**config.mk**
```make
export PLATFORM = sky130hd
export DESIGN_NAME = gait_phase_scheduler
export DESIGN_NICKNAME = d
export VERILOG_FILES = /design/src/hw/rtl/gps_pkg.sv /design/src/hw/rtl/gps_div.sv /design/src/hw/rtl/gps_front.sv /design/src/hw/rtl/gps_fifo.sv /design/src/hw/rtl/gps_back.sv /design/src/hw/rtl/gait_phase_scheduler.sv
export SDC_FILE = /design/constraint.sdc
export NUM_CORES = 2
export LEC_CHECK = 0
export BUFFER_PORTS_ARGS = -buffer_cell sky130_fd_sc_hd__clkbuf_2
export CORE_MARGIN = 2
export CORE_UTILIZATION = 40
export CTS_CLUSTER_SIZE = 8
export DETAILED_ROUTE_END_ITERATION = 16
export PLACE_DENSITY_LB_ADDON = 0.3
export SLEW_MARGIN = 20
export SYNTH_ARGS = -nofsm -noshare
export SYNTH_HDL_FRONTEND = slang
export SYNTH_SLANG_ARGS = --single-unit
```
**constraint.sdc**
```tcl
create_clock -name clock -period 17.6 [get_ports clock]
set_input_delay 3.52 -clock clock [delete_from_list [all_inputs] [get_ports clock]]
set_output_delay 3.52 -clock clock [all_outputs]
set_load 0.02 [all_outputs]
```
**src/hw/rtl/gps_pkg.sv**
```systemverilog
// ----------------------------------------------------------------------------
// gps_pkg: shared types and constants for the gait phase scheduler
// Holds register indexes, widths, the divider sizing and the structs passed
// between the front end, the queue and the back end.
// ----------------------------------------------------------------------------
package gps_pkg;

   localparam int MAX_FEET     = 8;
   localparam int FOOT_W       = 3;
   localparam int FCNT_W       = 4;
   localparam int PHASE_W      = 16;

   localparam int DIV_NUM_W    = 40;
   localparam int DIV_DEN_W    = 24;
   localparam int DIV_CNT_W    = 6;

   localparam int QUEUE_DEPTH  = 4;
   localparam int QUEUE_PTR_W  = 2;

   typedef enum logic [1:0] {
      CSR_CYCLE_TIME    = 2'd0,
      CSR_DUTY_FACTOR   = 2'd1,
      CSR_PHASE_OFFSETS = 2'd2,
      CSR_FOOT_COUNT    = 2'd3
   } csr_index_type;

   typedef struct packed {
      logic [15:0] cycle_time;
      logic [15:0] duty_factor;
      logic [63:0] phase_offsets;
      logic [3:0]  foot_count;
   } cfg_type;

   typedef struct packed {
      logic [FOOT_W-1:0]  foot_index;
      logic [PHASE_W-1:0] foot_phase;
      logic               last_foot;
   } foot_job_type;

endpackage

```
**src/hw/rtl/gps_div.sv**
```systemverilog
// ----------------------------------------------------------------------------
// gps_div: restoring divider, one quotient bit per cycle
// Takes a 40-bit dividend and 24-bit divisor; result is held once busy drops.
// ----------------------------------------------------------------------------
module gps_div
   import gps_pkg::*;
(
   input  logic                 clock,
   input  logic                 reset,
   input  logic                 start,
   input  logic [DIV_NUM_W-1:0] dividend,
   input  logic [DIV_DEN_W-1:0] divisor,
   output logic                 busy,
   output logic [DIV_NUM_W-1:0] quotient
);

   logic                 busy_ff, busy_in;
   logic [DIV_CNT_W-1:0] count_ff, count_in;
   logic [DIV_DEN_W:0]   rem_ff, rem_in;
   logic [DIV_NUM_W-1:0] quo_ff, quo_in;
   logic [DIV_DEN_W-1:0] den_ff, den_in;
   logic [DIV_DEN_W:0]   rem_shift;

   always_comb begin
      busy_in   = busy_ff;
      count_in  = count_ff;
      rem_in    = rem_ff;
      quo_in    = quo_ff;
      den_in    = den_ff;
      rem_shift = {rem_ff[DIV_DEN_W-1:0], quo_ff[DIV_NUM_W-1]};
      if (start && !busy_ff) begin
         busy_in  = 1'b1;
         count_in = '0;
         rem_in   = '0;
         quo_in   = dividend;
         den_in   = divisor;
      end else if (busy_ff) begin
         // shift in one dividend bit, subtract if it fits
         if (rem_shift >= {1'b0, den_ff}) begin
            rem_in = rem_shift - {1'b0, den_ff};
            quo_in = {quo_ff[DIV_NUM_W-2:0], 1'b1};
         end else begin
            rem_in = rem_shift;
            quo_in = {quo_ff[DIV_NUM_W-2:0], 1'b0};
         end
         count_in = count_ff + 1'b1;
         if (count_ff == DIV_CNT_W'(DIV_NUM_W - 1)) begin
            busy_in = 1'b0;
         end
      end
   end

   always_ff @(posedge clock) begin
      if (reset) begin
         busy_ff  <= 1'b0;
         count_ff <= '0;
      end else begin
         busy_ff  <= busy_in;
         count_ff <= count_in;
      end
      rem_ff <= rem_in;
      quo_ff <= quo_in;
      den_ff <= den_in;
   end

   assign busy     = busy_ff;
   assign quotient = quo_ff;

endmodule

```
**src/hw/rtl/gps_front.sv**
```systemverilog
// ----------------------------------------------------------------------------
// gps_front: tick intake and gait phase advance
// Accepts a tick, works out the phase increment, updates the gait phase and
// queues one job per foot.
// ----------------------------------------------------------------------------
module gps_front
   import gps_pkg::*;
(
   input  logic         clock,
   input  logic         reset,
   input  cfg_type      cfg,
   input  logic         req_tvalid,
   output logic         req_tready,
   input  logic [31:0]  req_tdata,
   output logic         push,
   output foot_job_type push_job,
   input  logic         queue_full
);

   typedef enum logic [2:0] {
      S_IDLE,
      S_MUL,
      S_START,
      S_WAIT,
      S_EMIT
   } state_type;

   state_type            state_ff, state_in;
   logic [15:0]          dt_ff, dt_in;
   logic [15:0]          spd_ff, spd_in;
   logic [PHASE_W-1:0]   phase_ff, phase_in;
   logic [DIV_NUM_W-1:0] prod_ff, prod_in;
   logic [FOOT_W-1:0]    idx_ff, idx_in;

   logic [19:0]          num_n;
   logic [23:0]          den_d;
   logic                 moving;
   logic [FCNT_W-1:0]    feet;
   logic                 last;
   logic [7:0]           offset;
   logic                 div_start;
   logic                 div_busy;
   logic [DIV_NUM_W-1:0] div_quo;

   assign num_n  = 20'(cfg.cycle_time) * 20'd10;
   assign den_d  = {(20'(spd_ff) * 20'd10) + 20'd256, 4'b0000};
   assign moving = (23'(spd_ff) * 23'd100) >= 23'd256;
   assign feet   = (cfg.foot_count > FCNT_W'(MAX_FEET)) ? FCNT_W'(MAX_FEET)
                                                        : cfg.foot_count;
   assign last   = (FCNT_W'(idx_ff) + 1'b1) == feet;
   assign offset = cfg.phase_offsets[8*idx_ff +: 8];

   always_comb begin
      state_in  = state_ff;
      dt_in     = dt_ff;
      spd_in    = spd_ff;
      phase_in  = phase_ff;
      prod_in   = prod_ff;
      idx_in    = idx_ff;
      div_start = 1'b0;
      push      = 1'b0;
      unique case (state_ff)
         S_IDLE: begin
            if (req_tvalid) begin
               dt_in    = req_tdata[15:0];
               spd_in   = req_tdata[31:16];
               state_in = S_MUL;
            end
         end
         S_MUL: begin
            idx_in   = '0;
            state_in = (feet == '0) ? S_IDLE : S_EMIT;
            if (moving) begin
               if ({num_n, 2'b00} + 22'(num_n) < {1'b0, den_d[22:0]} || den_d[23]) begin
                  // clamp to 0.2 s: five times the elapsed time
                  phase_in = phase_ff + PHASE_W'(19'(dt_ff) * 19'd5);
               end else if (num_n > 20'(den_d) && {5'b0, num_n} > {den_d, 1'b0}) begin
                  // clamp to 2 s: half the elapsed time
                  phase_in = phase_ff + PHASE_W'(dt_ff >> 1);
               end else begin
                  prod_in  = 40'(dt_ff) * 40'(den_d);
                  state_in = S_START;
               end
            end
         end
         S_START: begin
            div_start = 1'b1;
            state_in  = S_WAIT;
         end
         S_WAIT: begin
            if (!div_busy) begin
               phase_in = phase_ff + div_quo[PHASE_W-1:0];
               state_in = (feet == '0) ? S_IDLE : S_EMIT;
            end
         end
         S_EMIT: begin
            if (!queue_full) begin
               push   = 1'b1;
               idx_in = idx_ff + 1'b1;
               if (last) begin
                  state_in = S_IDLE;
               end
            end
         end
         default: state_in = S_IDLE;
      endcase
   end

   always_ff @(posedge clock) begin
      if (reset) begin
         state_ff <= S_IDLE;
         phase_ff <= '0;
         idx_ff   <= '0;
      end else begin
         state_ff <= state_in;
         phase_ff <= phase_in;
         idx_ff   <= idx_in;
      end
      dt_ff   <= dt_in;
      spd_ff  <= spd_in;
      prod_ff <= prod_in;
   end

   gps_div u_div (
      .clock    (clock),
      .reset    (reset),
      .start    (div_start),
      .dividend (prod_ff),
      .divisor  (24'(num_n)),
      .busy     (div_busy),
      .quotient (div_quo)
   );

   assign req_tready          = (state_ff == S_IDLE);
   assign push_job.foot_index = idx_ff;
   assign push_job.foot_phase = phase_ff + {offset, 8'h00};
   assign push_job.last_foot  = last;

   a_phase_holds_idle: assert property (@(posedge clock) disable iff (reset)
      (state_ff == S_IDLE) |=> $stable(phase_ff))
      else $error("gait phase moved while front end idle");
   a_no_push_full: assert property (@(posedge clock) disable iff (reset)
      push |-> !queue_full)
      else $error("job pushed into full queue");
   a_start_idle_div: assert property (@(posedge clock) disable iff (reset)
      div_start |-> !div_busy)
      else $error("divider started while busy");

endmodule

```
**src/hw/rtl/gps_fifo.sv**
```systemverilog
// ----------------------------------------------------------------------------
// gps_fifo: short job queue between front and back end
// Four entries of foot jobs, first in first out.
// ----------------------------------------------------------------------------
module gps_fifo
   import gps_pkg::*;
(
   input  logic         clock,
   input  logic         reset,
   input  logic         push,
   input  foot_job_type push_job,
   input  logic         pop,
   output foot_job_type head_job,
   output logic         full,
   output logic         empty
);

   foot_job_type             mem_ff [QUEUE_DEPTH];
   logic [QUEUE_PTR_W-1:0]   wr_ff, rd_ff;
   logic [QUEUE_PTR_W:0]     count_ff, count_in;

   assign full     = (count_ff == (QUEUE_PTR_W+1)'(QUEUE_DEPTH));
   assign empty    = (count_ff == '0);
   assign head_job = mem_ff[rd_ff];
   assign count_in = count_ff + (QUEUE_PTR_W+1)'(push) - (QUEUE_PTR_W+1)'(pop);

   always_ff @(posedge clock) begin
      if (reset) begin
         wr_ff    <= '0;
         rd_ff    <= '0;
         count_ff <= '0;
      end else begin
         if (push) wr_ff <= wr_ff + 1'b1;
         if (pop)  rd_ff <= rd_ff + 1'b1;
         count_ff <= count_in;
      end
      if (push) begin
         mem_ff[wr_ff] <= push_job;
      end
   end

endmodule

```
**src/hw/rtl/gps_back.sv**
```systemverilog
// ----------------------------------------------------------------------------
// gps_back: per-foot swing/stance classification and progress
// Pops a foot job, divides for progress and holds the result beat.
// ----------------------------------------------------------------------------
module gps_back
   import gps_pkg::*;
(
   input  logic         clock,
   input  logic         reset,
   input  cfg_type      cfg,
   input  foot_job_type head_job,
   input  logic         empty,
   output logic         pop,
   output logic         rsp_tvalid,
   input  logic         rsp_tready,
   output logic [39:0]  rsp_tdata,
   output logic         rsp_tlast
);

   typedef enum logic {
      B_IDLE,
      B_WAIT
   } state_type;

   state_type            state_ff, state_in;
   foot_job_type         job_ff, job_in;
   logic                 swing_ff, swing_in;
   logic                 ending_ff, ending_in;
   logic                 out_valid_ff, out_valid_in;
   logic [39:0]          out_data_ff, out_data_in;
   logic                 out_last_ff, out_last_in;

   logic [16:0]          swing_len;
   logic                 swing;
   logic [15:0]          into;
   logic [DIV_NUM_W-1:0] dividend;
   logic [DIV_DEN_W-1:0] divisor;
   logic                 div_busy;
   logic [DIV_NUM_W-1:0] div_quo;
   logic [15:0]          progress;
   logic                 slot_free;

   assign swing_len = 17'h10000 - 17'(cfg.duty_factor);
   assign swing     = {1'b0, head_job.foot_phase} < swing_len;
   assign into      = head_job.foot_phase - swing_len[15:0];
   assign dividend  = swing ? {8'b0, head_job.foot_phase, 16'b0} : {8'b0, into, 16'b0};
   assign divisor   = swing ? 24'(swing_len) : 24'(cfg.duty_factor);
   assign progress  = (div_quo > 40'hFFFF) ? 16'hFFFF : div_quo[15:0];
   assign slot_free = !out_valid_ff || rsp_tready;

   always_comb begin
      state_in     = state_ff;
      job_in       = job_ff;
      swing_in     = swing_ff;
      ending_in    = ending_ff;
      out_valid_in = out_valid_ff && !rsp_tready;
      out_data_in  = out_data_ff;
      out_last_in  = out_last_ff;
      pop          = 1'b0;
      unique case (state_ff)
         B_IDLE: begin
            if (!empty) begin
               pop       = 1'b1;
               job_in    = head_job;
               swing_in  = swing;
               ending_in = !swing && ((21'(into) * 21'd20) > (21'(cfg.duty_factor) * 21'd19));
               state_in  = B_WAIT;
            end
         end
         B_WAIT: begin
            if (!div_busy && slot_free) begin
               out_valid_in = 1'b1;
               out_data_in  = {3'b000, ending_ff, progress, swing_ff,
                               job_ff.foot_phase, job_ff.foot_index};
               out_last_in  = job_ff.last_foot;
               state_in     = B_IDLE;
            end
         end
         default: state_in = B_IDLE;
      endcase
   end

   always_ff @(posedge clock) begin
      if (reset) begin
         state_ff     <= B_IDLE;
         out_valid_ff <= 1'b0;
      end else begin
         state_ff     <= state_in;
         out_valid_ff <= out_valid_in;
      end
      job_ff      <= job_in;
      swing_ff    <= swing_in;
      ending_ff   <= ending_in;
      out_data_ff <= out_data_in;
      out_last_ff <= out_last_in;
   end

   gps_div u_div (
      .clock    (clock),
      .reset    (reset),
      .start    (pop),
      .dividend (dividend),
      .divisor  (divisor),
      .busy     (div_busy),
      .quotient (div_quo)
   );

   assign rsp_tvalid = out_valid_ff;
   assign rsp_tdata  = out_data_ff;
   assign rsp_tlast  = out_last_ff;

   a_hold_beat: assert property (@(posedge clock) disable iff (reset)
      (out_valid_ff && !rsp_tready) |=> (out_valid_ff && $stable(out_data_ff)))
      else $error("result beat dropped or changed while stalled");
   a_pop_idle_div: assert property (@(posedge clock) disable iff (reset)
      pop |-> !div_busy)
      else $error("job popped while divider busy");
   a_ending_stance: assert property (@(posedge clock) disable iff (reset)
      out_valid_ff |-> !(out_data_ff[36] && out_data_ff[19]))
      else $error("stance ending flagged on a swinging foot");

endmodule

```
**src/hw/rtl/gait_phase_scheduler.sv**
```systemverilog
// ----------------------------------------------------------------------------
// gait_phase_scheduler: duty-factor gait phase generator
// One tick in, one result beat per foot out, with a shared phase register.
// ----------------------------------------------------------------------------
// Each tick beat carries the elapsed time and the body speed. The front end
// takes the beat, and when the body moves, it scales the base cycle time by
// speed, clamps it to 0.2..2 s and advances the wrapping gait phase. It then
// queues one job per foot (phase plus that foot's offset). The back end pops
// jobs, classifies each foot as swing or stance against the duty factor and
// returns one result beat per foot, foot 0 first, tlast on the final foot.
// A tick holds the front end through intake and the queueing of one job per
// foot; when the body moves and the cycle time is not clamped, the 40-step
// phase divider runs before the jobs are queued. Each foot result then passes
// through the back end's own 40-step progress divider, which sets the sustained
// rate. A four-entry job queue lets the front end take the next tick while
// results are still draining, and the output register holds a finished beat
// while the consumer stalls. Write configuration only while the block is idle.
// ----------------------------------------------------------------------------
module gait_phase_scheduler
   import gps_pkg::*;
(
   input  logic        clock,
   input  logic        reset,
   // tick channel
   input  logic        req_tvalid,
   output logic        req_tready,
   input  logic [31:0] req_tdata,   // [15:0] delta_time, [31:16] speed
   // result channel
   output logic        rsp_tvalid,
   input  logic        rsp_tready,
   output logic [39:0] rsp_tdata,   // [2:0] foot_index, [18:3] foot_phase,
                                    // [19] swinging, [35:20] step_progress,
                                    // [36] stance_ending, [39:37] zero
   output logic        rsp_tlast,   // last_foot
   // register write channel
   input  logic        csr_valid,
   output logic        csr_ready,
   input  logic [1:0]  csr_index,
   input  logic [63:0] csr_data
);

   cfg_type      cfg_ff;
   logic         push;
   foot_job_type push_job;
   foot_job_type head_job;
   logic         pop;
   logic         full;
   logic         empty;

   // register writes are always taken
   assign csr_ready = 1'b1;

   always_ff @(posedge clock) begin
      if (reset) begin
         cfg_ff.cycle_time    <= 16'd4096;
         cfg_ff.duty_factor   <= 16'd39322;
         cfg_ff.phase_offsets <= 64'h8000;
         cfg_ff.foot_count    <= 4'd2;
      end else if (csr_valid) begin
         unique case (csr_index_type'(csr_index))
            CSR_CYCLE_TIME:    cfg_ff.cycle_time    <= csr_data[15:0];
            CSR_DUTY_FACTOR:   cfg_ff.duty_factor   <= csr_data[15:0];
            CSR_PHASE_OFFSETS: cfg_ff.phase_offsets <= csr_data;
            CSR_FOOT_COUNT:    cfg_ff.foot_count    <= csr_data[3:0];
            default: ;
         endcase
      end
   end

   // front end: take the tick, advance the phase, queue foot jobs
   gps_front u_front (
      .clock      (clock),
      .reset      (reset),
      .cfg        (cfg_ff),
      .req_tvalid (req_tvalid),
      .req_tready (req_tready),
      .req_tdata  (req_tdata),
      .push       (push),
      .push_job   (push_job),
      .queue_full (full)
   );

   // decouple the two halves
   gps_fifo u_fifo (
      .clock    (clock),
      .reset    (reset),
      .push     (push),
      .push_job (push_job),
      .pop      (pop),
      .head_job (head_job),
      .full     (full),
      .empty    (empty)
   );

   // back end: classify each foot and hold the result beat
   gps_back u_back (
      .clock      (clock),
      .reset      (reset),
      .cfg        (cfg_ff),
      .head_job   (head_job),
      .empty      (empty),
      .pop        (pop),
      .rsp_tvalid (rsp_tvalid),
      .rsp_tready (rsp_tready),
      .rsp_tdata  (rsp_tdata),
      .rsp_tlast  (rsp_tlast)
   );

endmodule

```
# ---- After elaboration in Yosys (flattened, before gate mapping)
# Memory sizes are Yosys's and may differ from the RTL's. A register that Yosys moved wholly into a read port is not among the register bits.
# Index checks and enable logic that the tools add are counted.
dict set report totals {
  register_bits 444
  ram_bits 80
  inputBits 103
  mem_count 1
}
dict set report classes {
  add_sub_neg 18
  n_mul 7
  n_lt_le_gt_ge 10
  eq_ne 17
  shifts 1
  muxes 46
  bitwise 4
  n_reduce_logical 34
}
# name words width rd rd_clocked_by_memory_dff wr line
set mem_list {}
lappend mem_list {u_fifo.mem_ff 4 20 1 1 1 gps_fifo.sv:18} ;# foot_job_type mem_ff [QUEUE_DEPTH];
# op n
set op_table {}
lappend op_table {{$mux W40} 4}
lappend op_table {{$mux W16} 5}
lappend op_table {{$shiftx A64 B7 Y8} 1}
lappend op_table {{$mul A16 B3 Y19 const B} 3}
lappend op_table {{$add A16 B16 Y16} 3}
lappend op_table {{$mux W24} 2}
lappend op_table {{$mul A16 B5 Y21 const B} 2}
lappend op_table {{$gt A40 B16 Y1 const B} 1}
lappend op_table {{$mul A16 B20 Y36} 1}
lappend op_table {{$mux W32} 1}
lappend op_table {{$pmux W16 S2} 1}
lappend op_table {{$mux W3} 9}
lappend op_table {{$ge A25 B20 Y1} 1}
lappend op_table {{$ge A25 B24 Y1} 1}
lappend op_table {{$gt A20 B25 Y1} 1}
lappend op_table {{$lt A24 B23 Y1} 1}
lappend op_table {{$sub A24 B20 Y24} 1}
lappend op_table {{$sub A24 B24 Y24} 1}
lappend op_table {{$add A22 B20 Y23} 1}
lappend op_table {{$ge A23 B9 Y1 const B} 1}
lappend op_table {{$gt A21 B21 Y1} 1}
lappend op_table {{$add A20 B9 Y20 const B} 1}
lappend op_table {{$gt A20 B20 Y1} 1}
lappend op_table {{$mux W1} 18}
lappend op_table {{38 further kinds} 75}

# ---- Logic depth before layout (Yosys ltp)
dict set report logic_depth {
  depth_word 8
  depth_mapped 35
}

# ---- Modules after synthesis
# A second synthesis with hierarchy kept.
dict set report unflattened {
  hier_cells 4562
  hier_area_um2 45698.8
}
# module instances cells_each area_per_inst_um2 seq_area_each_um2
set by_module_without_submodules {}
lappend by_module_without_submodules {gps_front 1 2438 21703.3 2452.4}
lappend by_module_without_submodules {gps_div 2 448 5043.6 2542.4}
lappend by_module_without_submodules {gps_back 1 672 6318.6 1841.8}
lappend by_module_without_submodules {gait_phase_scheduler 1 410 4265.3 2001.9}
lappend by_module_without_submodules {gps_fifo 1 146 3324.4 2582.5}

# ---- Worst setup path after synthesis
# No wires, ideal clock.
dict set report synth_path {
  kind {reg-to-reg}
  from {register u_front.spd_ff[1]}
  to {register u_front.prod_ff[37], data pin}
  setup_ps 259
  t_arrival_ps 8701
  required_ps 17341
  setup_slack_ps 8640
  path_stages_with_launch 32
  path_buffers 1
  period_less_slack_ps 8960
  path_cell_list {edfxtp_1 ha_1 ha_1 inv_1 fa_1 nand2b_1 a211oi_2 o31a_4 xor2_1 o2111ai_1 or4_4 o21ai_0 clkbuf_1 nand2_1 fa_1 fa_1 inv_1 fa_1 fa_1 fa_1 inv_1 fa_1 inv_1 ha_1 and3_1 nand4b_1 o21ai_0 o221ai_1 o21a_1 o21ai_0 nor4b_1 a211o_1}
}
dict set report synth_between {
  elab_chain_cells 3
}
# element line
set synth_rtl {}
lappend synth_rtl {{from (decl)} gps_front.sv:30} ;# logic [15:0] spd_ff, spd_in;
lappend synth_rtl {{from (signal assigned)} gps_front.sv:120} ;# spd_ff <= spd_in;
lappend synth_rtl {{$mul A16 B3 Y19} gps_front.sv:46} ;# assign den_d = {(20'(spd_ff) * 20'd10) + 20'd256, 4'b0000};
lappend synth_rtl {{$add A20 B9 Y20} gps_front.sv:46}
lappend synth_rtl {{$mul A16 B20 Y36} gps_front.sv:81} ;# prod_in = 40'(dt_ff) * 40'(den_d);
lappend synth_rtl {{to (signal assigned)} gps_front.sv:121} ;# prod_ff <= prod_in;
lappend synth_rtl {{to (decl)} gps_front.sv:32} ;# logic [DIV_NUM_W-1:0] prod_ff, prod_in;
# No other way between the ends.
# A chain may end at the register's enable or synchronous reset.

# ---- Final worst setup path
# Same ends and word-level chain as after synthesis.

==> reports/metrics.yaml <==
row_count: 120
nets: 5446
detailroute.via_count: 31900
tritoncts_clock_tree: "done"
clock-sinks: 518
floorplan.die.height_um: 333
worstSetupStartpointType: "flip-flop"
drtAntennaViolNets: 0
clock_tree.root_cell: "sky130_fd_sc_hd__clkbuf_16"
required_ps: 17960
critPathKind: "reg -> reg"
grt_first_pass_wirelength_um: 174000
clock_latency_ps: 650
critical_path.max_fanout: 19
count_of_final_setup_violators: 0
drv_slew: 0
die_width_um: 333
worst_ep_arrival_time_ps: 10310
clk_pin_slew_ps: 50
drive_above_1_share_pct: 9.20
drt_iter0_drc: 1701
rsz0062_at_grt: "no"
floorplan.initialDensity_pct: 40.4
place_congestion: 0.864
post_synth_inst_count: 4440
timing_hold_violations_final: 0
cts_resized: 0
crit_path_end: "u_front.prod_ff[37]"
finalSetupTns_ps: 0
tritoncts.num_buffers: 77
finalNonFillerCells: 6024
post-place-cells: 5889
worst_r2r_path_depth: 33
outcome: "complete, no violations"
grt_remaining_overflow: 0
critPathSlowestCell: "sky130_fd_sc_hd__edfxtp_1"
drc: 0
number_of_flops_mapped_to_enable_cells_by_yosys: 323
clock_tree.buffer_depth: 3
critPathLaunch: "u_front.spd_ff[1]"
cts-htree-levels: 3
cts.repair_timing.setup_buffer_count: 0
rr_endpoint: "u_front.prod_ff[37]"
layout_min_cycle_time_ps: 9950
grt_util_all_layers_pct: 19.6
cp_common_cell: "sky130_fd_sc_hd__fa_1"
portBuffers: 142
synth_seq_area_share_pct: 31.4
post_synth_instance_area_mm2: 0.0433
synth.avg_cell_area_um2: 9.75
pin_count_of_the_biggest_net_entering_global_routing: 79
layout_worst_path_cycle_share_pct: 56.5
setup.reg_to_reg.worst_slack_ps: 7650
worst_clock_skew_ps: 36.8
max_freq_mhz: 101
finalCoreUtilization_pct: 44.7
worst_setup_ep_type: "flip-flop"
hold_worst_slack_ps: 414
hold_path.class: "reg -> reg"
number_of_warnings_printed_during_yosys_synthesis: 0
drt-total-wl_um: 108000
route.detailed.vias_per_inst: 5.30
grt_pass1_vias: 32300
detail_route.wl_per_cell_um: 17.9
antenna_found_initial: 3
io-pin-count: 147
cts-hold-fix-buffers: 0
relSlewSlack_pct: 21.6
pre_repair_dr_iteration_count: 5
cpPeakStageDelay_ps: 670
max_slew.worst_pin.slew_ps: 1180
n_fill_cell: 10200
number_of_synthesized_register_bits: 518
yosysUniqueCellTypes: 92
design.die.area_mm2: 0.111
critical_path.reg2reg.startpoint: "u_front.spd_ff[1]"
synth_top_flop_cell: "sky130_fd_sc_hd__edfxtp_1"
dp.final_hpwl_um: 81200
syn2layout_area_growth_pct: 10.8
timing.max_cap.violations: 0
core_footprint_mm2: 0.107
synthArstFlopShare_pct: 0
==> placed cells by master, fill, tap and decap left out, types with 9 or more instances in the layout <==
master,n
sky130_fd_sc_hd__nand3b_1,9
sky130_fd_sc_hd__nor2b_1,63
sky130_fd_sc_hd__a211o_1,16
sky130_fd_sc_hd__and3_1,26
sky130_fd_sc_hd__o21bai_1,17
sky130_fd_sc_hd__nand4_1,24
sky130_fd_sc_hd__nand2_1,524
sky130_fd_sc_hd__a21o_1,63
sky130_fd_sc_hd__nand3_1,70
sky130_fd_sc_hd__mux4_2,36
sky130_fd_sc_hd__a21boi_0,11
sky130_fd_sc_hd__nor2_1,190
sky130_fd_sc_hd__mux2_2,46
sky130_fd_sc_hd__and2_1,140
sky130_fd_sc_hd__or2_2,11
sky130_fd_sc_hd__nand2b_1,47
sky130_fd_sc_hd__a31oi_1,24
sky130_fd_sc_hd__buf_4,54
sky130_fd_sc_hd__mux2i_1,61
sky130_fd_sc_hd__fa_1,282
sky130_fd_sc_hd__ha_1,495
sky130_fd_sc_hd__a211oi_1,21
sky130_fd_sc_hd__o41ai_1,9
sky130_fd_sc_hd__dfxtp_1,194
sky130_fd_sc_hd__o211ai_1,50
sky130_fd_sc_hd__xnor2_1,175
sky130_fd_sc_hd__o21a_1,35
sky130_fd_sc_hd__clkbuf_16,77
sky130_fd_sc_hd__inv_1,588
sky130_fd_sc_hd__o21ai_0,115
sky130_fd_sc_hd__clkbuf_2,141
sky130_fd_sc_hd__nor4_1,14
sky130_fd_sc_hd__or3_1,34
sky130_fd_sc_hd__a21oi_1,266
sky130_fd_sc_hd__clkbuf_1,43
sky130_fd_sc_hd__xor2_1,58
sky130_fd_sc_hd__edfxtp_1,323
sky130_fd_sc_hd__nor3_1,76
==> layout make-up <==
| class | count | area (um^2) | area share (%) |
|---|---|---|---|
| Inverter | 593 | 2230 | 4.64 |
| Multi-Input combinational cell | 3180 | 26900 | 56.1 |
| Clock buffer | 122 | 2120 | 4.41 |
| Antenna cell | 1 | 2.50 | 0.00522 |
| Timing Repair Buffer | 196 | 1130 | 2.35 |
| Clock inverter | 11 | 228 | 0.475 |
| Sequential cell | 518 | 13600 | 28.4 |
| Tap cell | 1403 | 1760 | 3.66 |
==> worst min-delay path by stage <==
stage / startpoint / end / slack, ps / cells after the start
6_report: u_back.job_ff[11] / u_back.rsp_tdata[13] / 410 / 0
5_1_grt: u_back.job_ff[5] / u_back.rsp_tdata[7] / 420 / 0
4_1_cts: u_back.job_ff[11] / u_back.rsp_tdata[13] / 410 / 0
3_3_place_gp: u_back.job_ff[8] / u_back.rsp_tdata[10] / 400 / 0
3_5_place_dp: u_back.job_ff[11] / u_back.rsp_tdata[13] / 400 / 0
2_1_floorplan: u_back.job_ff[17] / u_back.rsp_tdata[0] / 400 / 0
==> cells in the mapped netlist (14+ instances only) <==
master,instances,area (um^2)
sky130_fd_sc_hd__inv_1,589,2210
sky130_fd_sc_hd__nand2_1,524,1970
sky130_fd_sc_hd__ha_1,495,6190
sky130_fd_sc_hd__edfxtp_1,323,9700
sky130_fd_sc_hd__fa_1,282,5650
sky130_fd_sc_hd__a21oi_1,267,1340
sky130_fd_sc_hd__dfxtp_1,195,3900
sky130_fd_sc_hd__nor2_1,194,728
sky130_fd_sc_hd__xnor2_1,175,1530
sky130_fd_sc_hd__and2_1,141,882
sky130_fd_sc_hd__clkbuf_1,132,495
sky130_fd_sc_hd__o21ai_0,116,581
sky130_fd_sc_hd__nor3_1,77,385
sky130_fd_sc_hd__nand3_1,70,350
sky130_fd_sc_hd__a21o_1,63,473
sky130_fd_sc_hd__nor2b_1,63,394
sky130_fd_sc_hd__mux2i_1,61,611
sky130_fd_sc_hd__xor2_1,58,508
sky130_fd_sc_hd__o211ai_1,50,375
sky130_fd_sc_hd__nand2b_1,47,294
sky130_fd_sc_hd__mux2_2,46,518
sky130_fd_sc_hd__mux4_2,36,811
sky130_fd_sc_hd__o21a_1,35,263
sky130_fd_sc_hd__or3_1,34,213
sky130_fd_sc_hd__and3_1,27,169
sky130_fd_sc_hd__a31oi_1,24,150
sky130_fd_sc_hd__nand4_1,24,150
sky130_fd_sc_hd__a211oi_1,21,158
sky130_fd_sc_hd__o21bai_1,17,128
sky130_fd_sc_hd__a211o_1,16,140
sky130_fd_sc_hd__nor4_1,14,87.6
==> cell families after synthesis <==
logic type / share of synthesized area, %
muxes: 4.62
adders and majority gates: 27.4
AOI/OAI and AO/OA: 11.1
and+or+nand+nor: 14.1
xor gates and xnor gates: 4.75
other: 0.0174
DFF: 31.4
buffers and inverters: 6.55
==> per-layer routing <==
metal	up-vias	routed length, um	share of wire (%)	track usage [%]
met5	-	44	0.041	0
met4	6	3060	2.8	5.80
met3	172	5090	4.7	3.00
met2	671	51700	48	33.6
met1	15600	47800	44	25.5
li1	15400	-	-	-
==> registers in the layout, indices dropped and copies added (netlist names), 20 cells and up, named ones only <==
signal	flops
cfg_ff	100
u_back.job_ff	20
u_back.rsp_tdata	37
u_back.u_div.quotient	40
u_back.u_div.rem_ff	24
u_fifo.mem_ff	80
u_front.prod_ff	35
u_front.u_div.quotient	40
u_front.u_div.rem_ff	24
==> per-stage QoR <==
step | worst slack, ps | area, um^2
final | 7650 | 48000
after global routing | 7060 | 48000
after CTS | 7680 | 47900
after detailed placement | 7720 | 45600
after global placement | 7960 | 45600
after floorplan | 8640 | 43300
==> worst max-delay path: cells and delay by family (launching register included) <==
kind,cells,cell delay [ps]
xor gates and xnor gates,2,240
AOI/OAI and AO/OA,6,1740
adders and majority gates,11,4620
DFF,1,670
and+or+nand+nor,7,1460
buffers and inverters,7,960
Power is left out: the tool's default activity adds up to more than one toggle a clock period on the data nets, which glitch-free logic cannot reach.
